File: config.mk
export PLATFORM = sky130hd
export DESIGN_NAME = scanned_button_bank_filter
export DESIGN_NICKNAME = d
export VERILOG_FILES = /design/src/hw/rtl/sbbf_pkg.sv /design/src/hw/rtl/scanned_button_bank_filter.sv
export VERILOG_INCLUDE_DIRS = /design/src /design/src/hw/rtl
export SDC_FILE = /design/constraint.sdc
export NUM_CORES = 1
export LEC_CHECK = 0
export BUFFER_PORTS_ARGS = -buffer_cell sky130_fd_sc_hd__buf_2
export CAP_MARGIN = 0
export CORE_MARGIN = 5
export CORE_UTILIZATION = 50
export DETAILED_ROUTE_END_ITERATION = 12
export PLACE_DENSITY_LB_ADDON = 0.15
export SYNTH_ARGS = -nofsm -noshare
export SYNTH_HDL_FRONTEND = slang
export SYNTH_SLANG_ARGS = --single-unit
File: constraint.sdc
create_clock -name clk -period 3 [get_ports clk]
set_input_delay 0.15 -clock clk [delete_from_list [all_inputs] [get_ports clk]]
set_output_delay 0.15 -clock clk [all_outputs]
set_load 0.01 [all_outputs]
File: src/hw/rtl/scanned_button_bank_filter_assert.svh
// Assertion helpers for the button bank filter.
`ifndef SCANNED_BUTTON_BANK_FILTER_ASSERT_SVH
`define SCANNED_BUTTON_BANK_FILTER_ASSERT_SVH

`ifndef SYNTHESIS

`define SBBF_ASSERT(lbl, clk, rst, prop, msg) \
  lbl: assert property (@(posedge clk) disable iff (rst) prop) else $error(msg);

`define SBBF_ASSERT_ALWAYS(lbl, clk, prop, msg) \
  lbl: assert property (@(posedge clk) prop) else $error(msg);

`else

`define SBBF_ASSERT(lbl, clk, rst, prop, msg)

`define SBBF_ASSERT_ALWAYS(lbl, clk, prop, msg)

`endif

`endif

File: src/hw/rtl/sbbf_pkg.sv
`default_nettype none

package sbbf_pkg;

  localparam int unsigned NUM_SLOTS = 3;
  localparam int unsigned NUM_BANKS = 3;

  localparam logic [1:0] OP_START = 2'd0;
  localparam logic [1:0] OP_RESP  = 2'd1;
  localparam logic [1:0] OP_CLEAR = 2'd2;

  localparam logic [2:0] MARK_PRIMARY   = 3'b111;
  localparam logic [2:0] MARK_SECONDARY = 3'b110;

  localparam logic [3:0] PH_IDLE = 4'd0;
  localparam logic [3:0] PH_8    = 4'd8;
  localparam logic [3:0] PH_4    = 4'd4;
  localparam logic [3:0] PH_2    = 4'd2;
  localparam logic [3:0] PH_1    = 4'd1;

  typedef logic [NUM_BANKS-1:0][7:0] bank_row_t;

  typedef struct packed {
    bank_row_t  banks;
    logic       any_pressed;
    logic [3:0] phase_code;
    logic       accepted;
  } result_t;

  // Per-phase scatter of the five sample bits into the slot's banks; in PH_1 bit 1 is mapped only when sec is set.
  function automatic bank_row_t map_sample(bank_row_t row, logic [3:0] phase,
                                           logic [4:0] s, logic sec);
    bank_row_t r;
    r = row;
    case (phase)
      PH_8: begin
        r[0][3] = s[3];
        r[0][1] = s[4];
        r[0][2] = s[1];
        r[0][0] = s[2];
        r[2][2] = s[0];
      end
      PH_4: begin
        r[0][4] = s[2];
        r[0][6] = s[1];
        r[0][5] = s[4];
        r[0][7] = s[3];
        r[1][0] = s[0];
      end
      PH_2: begin
        r[1][3] = s[0];
        r[1][5] = s[3];
        r[1][4] = s[4];
        r[1][7] = s[1];
        r[1][6] = s[2];
      end
      PH_1: begin
        r[2][5] = s[0];
        r[2][1] = s[3];
        r[1][2] = s[4];
        r[1][1] = s[2];
        if (sec) begin
          r[2][3] = s[1];
        end
      end
      default: begin
        r = row;
      end
    endcase
    return r;
  endfunction

endpackage

`default_nettype wire

File: src/hw/rtl/scanned_button_bank_filter.sv
// Button scan response filter.
// Input channel (in_valid/in_ready): one beat per item, op selects start of the
// next scan phase, a scan response, or a clear. Output channel (out_valid/out_ready):
// exactly one result beat per input beat, in order, carrying the three filtered
// banks, any_pressed, the current phase code and the response accepted flag.
// The result is registered; throughput is one item per cycle while the skid entry is
// free. All decode, bit mapping and the three-slot AND sit between the input
// handshake and the result register, with sample, bank and phase registers updated
// in the same edge.
// A two-entry result buffer (output register plus skid) lets the block take a beat
// while a result waits; in_ready drops only when both entries are full, so a stall
// on the output side backs up to the input after two held results.
// cfg_wr_en writes the channel select at any edge outside reset; change it only while idle.
// Reset (rst, synchronous) clears samples, banks, slot index, phase, the channel
// select and the valid flags of both result entries.
`default_nettype none

`include "scanned_button_bank_filter_assert.svh"

module scanned_button_bank_filter
  import sbbf_pkg::*;
(
  input  wire logic       clk,
  input  wire logic       rst,
  input  wire logic       cfg_wr_en,
  input  wire logic       cfg_wr_data,
  input  wire logic       in_valid,
  output logic            in_ready,
  input  wire logic [1:0] op,
  input  wire logic [7:0] encoded_byte,
  input  wire logic       ready_flag,
  input  wire logic       length_ok,
  output logic            out_valid,
  input  wire logic       out_ready,
  output logic [7:0]      bank_zero,
  output logic [7:0]      bank_one,
  output logic [7:0]      bank_two,
  output logic            any_pressed,
  output logic [3:0]      phase_code,
  output logic            accepted
);

  logic       secondary;
  bank_row_t  store [NUM_SLOTS];
  bank_row_t  store_next [NUM_SLOTS];
  bank_row_t  filt;
  bank_row_t  filt_next;
  logic [1:0] slot;
  logic [1:0] slot_next;
  logic [3:0] phase;
  logic [3:0] phase_next;

  result_t    res_out;
  result_t    res_skid;
  result_t    res_new;
  logic       skid_valid;

  logic       in_fire;
  logic       out_fire;
  logic       resp_ok;
  logic [2:0] want_mark;
  bank_row_t  cur_row;
  bank_row_t  new_row;
  bank_row_t  and_row;

  assign in_ready = !skid_valid;
  assign in_fire  = in_valid && in_ready;
  assign out_fire = out_valid && out_ready;

  assign want_mark = secondary ? MARK_SECONDARY : MARK_PRIMARY;
  assign resp_ok   = (op == OP_RESP) && length_ok && ready_flag &&
                     (encoded_byte[7:5] == want_mark);

  always_comb begin
    cur_row = store[0];
    for (int k = 0; k < NUM_SLOTS; k++) begin
      if (slot == 2'(k)) begin
        cur_row = store[k];
      end
    end
    new_row = map_sample(cur_row, phase, encoded_byte[4:0], secondary);
    // AND across slots, with the slot being written taking its new value
    and_row = '1;
    for (int k = 0; k < NUM_SLOTS; k++) begin
      and_row = and_row & ((slot == 2'(k)) ? new_row : store[k]);
    end
  end

  always_comb begin
    store_next = store;
    filt_next  = filt;
    slot_next  = slot;
    phase_next = phase;
    if (in_fire) begin
      case (op)
        OP_START: begin
          phase_next = (phase >> 1);
          if ((phase >> 1) == PH_IDLE) begin
            phase_next = PH_8;
          end
        end
        OP_RESP: begin
          if (resp_ok) begin
            for (int k = 0; k < NUM_SLOTS; k++) begin
              if (slot == 2'(k)) begin
                store_next[k] = new_row;
              end
            end
            filt_next = and_row;
            slot_next = (slot == 2'(NUM_SLOTS - 1)) ? 2'd0 : slot + 2'd1;
          end
        end
        OP_CLEAR: begin
          for (int k = 0; k < NUM_SLOTS; k++) begin
            store_next[k] = '0;
          end
          filt_next  = '0;
          slot_next  = 2'd0;
          phase_next = PH_IDLE;
        end
        default: begin
          phase_next = phase;
        end
      endcase
    end
  end

  always_comb begin
    res_new.banks       = filt_next;
    res_new.any_pressed = |filt_next;
    res_new.phase_code  = phase_next;
    res_new.accepted    = resp_ok;
  end

  always_ff @(posedge clk) begin
    if (rst) begin
      secondary <= 1'b0;
      filt      <= '0;
      slot      <= 2'd0;
      phase     <= PH_IDLE;
      for (int k = 0; k < NUM_SLOTS; k++) begin
        store[k] <= '0;
      end
    end else begin
      if (cfg_wr_en) begin
        secondary <= cfg_wr_data;
      end
      filt  <= filt_next;
      slot  <= slot_next;
      phase <= phase_next;
      store <= store_next;
    end
  end

  // Result buffer: the older result always sits in res_out.
  always_ff @(posedge clk) begin
    if (rst) begin
      out_valid  <= 1'b0;
      skid_valid <= 1'b0;
    end else begin
      if (!out_valid || out_fire) begin
        out_valid  <= skid_valid || in_fire;
        skid_valid <= 1'b0;
      end else if (in_fire) begin
        skid_valid <= 1'b1;
      end
    end
  end

  always_ff @(posedge clk) begin
    if (!out_valid || out_fire) begin
      res_out <= skid_valid ? res_skid : res_new;
    end
    if (in_fire && out_valid && !out_fire) begin
      res_skid <= res_new;
    end
  end

  assign bank_zero   = res_out.banks[0];
  assign bank_one    = res_out.banks[1];
  assign bank_two    = res_out.banks[2];
  assign any_pressed = res_out.any_pressed;
  assign phase_code  = res_out.phase_code;
  assign accepted    = res_out.accepted;

  `SBBF_ASSERT(a_slot_range, clk, rst, slot != 2'd3, "slot index out of range")
  `SBBF_ASSERT(a_skid_order, clk, rst, skid_valid |-> out_valid, "skid full with output empty")
  `SBBF_ASSERT(a_filt_and, clk, rst, filt == (store[0] & store[1] & store[2]), "banks not AND of slots")
  `SBBF_ASSERT(a_clear, clk, rst, (in_fire && op == OP_CLEAR) |=> (filt == '0 && slot == 2'd0 && phase == PH_IDLE), "clear missed state")
  `SBBF_ASSERT(a_any, clk, rst, out_valid |-> (any_pressed == ((bank_zero | bank_one | bank_two) != 8'd0)), "any_pressed mismatch")

endmodule

`default_nettype wire
* Word-level counts from Yosys, hierarchy flattened
Index checks and enable logic that the tools add are counted.
Word-level totals: latch bits 0, memories 0, input port bits 18, output and inout port bits 32, logic and storage cells 88, flip-flop bits (word level) 165, memory bits (writable) 0, ROM bits 0
Operators by class: add/subtract/negate cells 1, divide/modulo/power cells 0, shift-type cells 0, eq/ne operators 10, $mul 0, mux-type cells 27, reductions and logical operators 19, order comparisons 0, bitwise gates (word level) 2
Operators with widths (number):
- 24-bit 2-to-1 mux | 7
- 72-bit one-hot mux with 2 select lines | 1
- 72-bit 2-to-1 mux | 1
- 24-bit AND | 2
- 24-bit one-hot mux with 2 select lines | 1
- 30-bit 2-to-1 mux | 1
- 24-bit OR reduction | 1
- 4-bit 2-to-1 mux | 3
- 5-bit 2-to-1 mux | 2
- 4-bit one-hot mux with 2 select lines | 1
- 1-bit logical AND | 7
- 1-bit 2-to-1 mux | 6
- 2-bit 2-to-1 mux | 3
- 2-bit by 1-bit equality test with 1-bit output, second input constant | 2
- 2-bit equality test, second input constant | 2
- 4-bit by 1-bit equality test with 1-bit output, second input constant | 1
- 4-bit by 2-bit equality test with 1-bit output, second input constant | 1
- 4-bit by 3-bit equality test with 1-bit output, second input constant | 1
- 4-bit equality test, second input constant | 1
- 2-bit zero test | 2
- 4-bit zero test | 1
- 2-bit one-hot mux with 2 select lines | 1
- 3-bit equality test | 1
- 1-bit zero test | 3
- other kinds (6) | 7

* Longest topological paths before layout
depth in word-level cells 13, depth in mapped cells 12, mapped depth without buffers 10

* Worst setup path after synthesis
OpenSTA, ideal clock, no wires.
path type register to register, start point register out_valid, end point register res_skid[0] in the netlist's numbering (enable), required time 2583 ps, buffers on the path 0, setup slack 94 ps, stages on the path, launching flop included 3, library setup time 417 ps, arrival time 2489 ps, path through dfxtp_1 nand2b_1 nor2_1
On the way: longest elaborated chain between the ends 3, elaborated cells on any way between the ends 4, classes of those cells 4 x reduce/logical
Ends and longest elaborated chain:
- from (decl) | line scanned_button_bank_filter.sv:33 | output logic out_valid,
- from (signal assigned) | line scanned_button_bank_filter.sv:162 | out_valid <= skid_valid || in_fire;
- 1-bit logical AND | line scanned_button_bank_filter.sv:68 | assign out_fire = out_valid && out_ready;
- 1-bit zero test | line scanned_button_bank_filter.sv:174 | if (in_fire && out_valid && !out_fire) begin
- 1-bit logical AND (*) | line scanned_button_bank_filter.sv:174
- to (signal assigned) | line scanned_button_bank_filter.sv:175 | res_skid <= res_new;
- to (decl) | line scanned_button_bank_filter.sv:54 | result_t res_skid;
Mark *: on every way between the ends. The rest lies on a longest branch, timed or not. A chain may end at the register's enable or synchronous reset.

==> summary.md <==
| Metric | Value |
|---|---|
| CP required | 3.16 ns |
| Met2 Use GR | 40.1% |
| Warnings, synthesis | 0 |
| Post-Route WL | approximately 23,000 um |
| Largest net degree at the start of global routing | 58 |
| VDD IR max | 0.409 mV |
| CTS sink cnt | 165 |
| Reg power frac | 49.2% |
| Share of cells above drive strength 1 | 23.4% |
| Most frequent cells in the layout | 101 x nor2_1, 100 x dfxtp_1, 76 x a22oi_1 |
| Starting Density | 50.6% |
| F_max | 345 MHz |
| Endpoint type of the worst setup path | register |
| Min-delay worst type | primary input to register |
| Final hold violations | 0 |
| Vias in the first global route | 6,510 |
| Total Routing Usage GR | 24.6% |
| Initial antenna violation count | 0 |
| Clock latency on the worst-skew pair | 0.43 ns |
| Drt first pass iters | 5 |
| Hold path depth | 3 |
| CTS max path bufs | 2 |
| CP Class | register to register |
| Relative slew slack | 19.1% |
| Comb power frac | around 4.3% |
| Die ar. | 18,600 sq um |
| Reg2Reg Depth | 9 |
| Final period util | 96.5% |
| DR vias | a little under 7,000 |
| Psw | 1.09 mW |
| Synthesized instance count | 821 |
| Most common cell after layout, fill and taps aside | nor2_1 |
| Buffers added on ports | 49 |
| Status | finished clean |
| Sw frac | 22.8% |
| Met3 usage | under 10% |
| Layout area overhead | 19.1% |
| Busiest layer in global routing | met2 |
| Syn_nets | 842 |
| Worst Tran Pin Value | 1.21 ns |
| Final setup vio count | 0 |
| Max Clock Skew | 0.00818 ns |
| CP startpoint kind | register |
| Num CTS Buffers | 17 |
| Post-CTS Setup Inserts | 0 |
| GP Congestion | 0.960 |
| Total core area | 15,800 sq um |
| NumNets Final | 925 |
| Post-Syn Area | 7980 sq um |
| Max Cap Viol | 0 |
| Final hold slack | around 0.11 ns |
| Routed Antenna Nets | 0 |
| Unrepaired setup endpoints after global routing | false |
| Global route overflow | 0 |
| Pwr dens | between 500 and 600 nW/um^2 |
| Slew Limit Fails | 0 |
| Number of fill cells | 1,356 |
| Asr flop ratio synth | 0% |
| Die height | 136 um |
| Sequential share of the synthesized area | about half |
| First-pass GRT wire length | roughly 35,000 um |
| Setup TNS | 0 ns |
| Remaining DRCs | 0 |
| Worst Path Arrival | 3.05 ns |
| DP HPWL | 15,900 um |
| Number of synthesized flops with an enable pin | 60 |
| Clock power frac | between 40% and 50% |
| Min cycle time layout | 2.90 ns |
| CTS tree | yes |
| Root Buffer | clkbuf_16 |
| Avg Inst Size Synth | just under 10 sq um |
| Ant diodes | 0 |
| IO Count | 50 |
| Ys flop type | dfxtp_1 |
| Die Width | about 140 um |
| Yosys reg bits | 165 |
| Initial detailed-routing violation count | 555 |
| Routed WL per cell | between 15 and 20 um |
| Int Pwr | 3.70 mW |
| Met1 Resource Use GR | 32.8% |
| Vias per inst | 5.96 |
| Clk slew on worst S/H paths | ~0.060 ns |
| Core Rows | between 40 and 50 |
| Lkg Pwr | 3.53 nW |
| Yosys cell types | 63 |
| CTS H-tree depth | 4 |
| Worst-path fanout max | 5 |
-- final cells by class --
class	instances	area [sq um]	area share, %
clock inverters	12	143	1.50
repair buffers	128	868	9.13
flip-flops and latches	165	3910	41.1
well taps	216	270	2.84
multi-input cells	569	3770	39.7
inverters	23	86.3	0.908
clock buffers	20	457	4.80
-- cells by family after synthesis --
family          count (synthesis)  synth area share [%]
flops                         165                  48.9
fa+ha+maj                       4                 0.611
mux                            79                  10.5
xor+xnor                        3                 0.329
simple gates                  290                  18.0
compound gates                193                  17.1
buf+inv                        87                  4.51
-- critical path: stages, from the launching register on --
cell and delay, ns:
dfxtp_1 0.37, buf_4 0.18, or4b_4 0.58, o211ai_2 0.16, nand3_1 0.09, nand4_1 0.13
nand3_1 0.11, or4b_1 0.58, nor4_4 0.32, a31oi_1 0.11
-- what timing repair did --
action                                 CTS  global route
endpoints found under the hold margin    1             0
hold buffers                             2             0
gates resized for setup                  0            14
setup endpoints to repair                0             3
-- state kept, by name, summed over array words and instances (netlist names) --
name,cells
phase,4
bank_zero,8
res_skid,30
any_pressed,1
skid_valid,1
filt,24
out_valid,1
secondary,1
store,72
bank_one,8
accepted,1
bank_two,8
phase_code,4
slot,2
-- Yosys cell counts (3+ instances only) --
cell type	instances	area [sq um]
nand3_1	34	170
nand2b_1	3	18.8
mux2i_1	42	420
mux2_2	37	417
nor2b_1	21	131
nor4b_2	4	60.1
a21oi_1	21	105
a311oi_1	5	43.8
and3_1	7	43.8
o21ai_0	35	175
ha_1	3	37.5
a221o_1	4	40.0
o31ai_1	3	22.5
a32o_1	4	40.0
nand4_1	24	150
a211oi_1	3	22.5
a31oi_1	5	31.3
a22o_1	10	87.6
a2111oi_0	4	35.0
buf_2	14	70.1
clkbuf_1	42	158
nand2_1	59	221
nor2_1	102	383
nor3_1	5	25.0
dfxtp_1	105	2100
inv_1	23	86.3
and2_1	14	87.6
a22oi_1	76	571
or4b_1	5	50.1
edfxtp_1	60	1800
buf_1	4	15.0
-- layer usage --
layer | vias to the layer above | part of all wire (%)
li1 | 3203 | -
met5 | - | 0
met1 | 3283 | 44
met3 | 33 | 6.5
met2 | 231 | 48
met4 | 0 | 1.8
-- stage by stage --
stage | instance area [sq um] | total power [mW] | util, % | cells | worst slack (ns)
CTS | 9450 | 4.81 | 59.9 | 1133 | 0.0361
detailed placement | 8830 | 2.61 | 56.0 | 1099 | 0.0697
floorplan | 7980 | 2.52 | - | 821 | 0.0943
global route | 9510 | 4.94 | 60.3 | 1133 | 0.000714
global placement | 8830 | 2.60 | 56.0 | 1099 | 0.101
finish | 9510 | 4.79 | 60.3 | 1133 | 0.104
-- final timing paths --
check,slack [ns],endpoint,startpoint
worst max-delay path,0.10,any_pressed,phase[0]
worst min-delay path,0.11,skid_valid,in_valid
worst max register to register,0.10,any_pressed,phase[0]
worst min register to register,0.46,store[46],store[46]
-- power groups by stage --
stage | Sequential, mW | Clock, mW | Combinational (mW)
after detailed placement | 2.41 | 0 | 0.197
after floorplan | 2.42 | 0 | 0.0967
after global placement | 2.41 | 0 | 0.194
after CTS | 2.36 | 2.25 | 0.200
after global routing | 2.36 | 2.35 | 0.220
final | 2.36 | 2.23 | 0.204
Power figures use the tool's default switching activity.
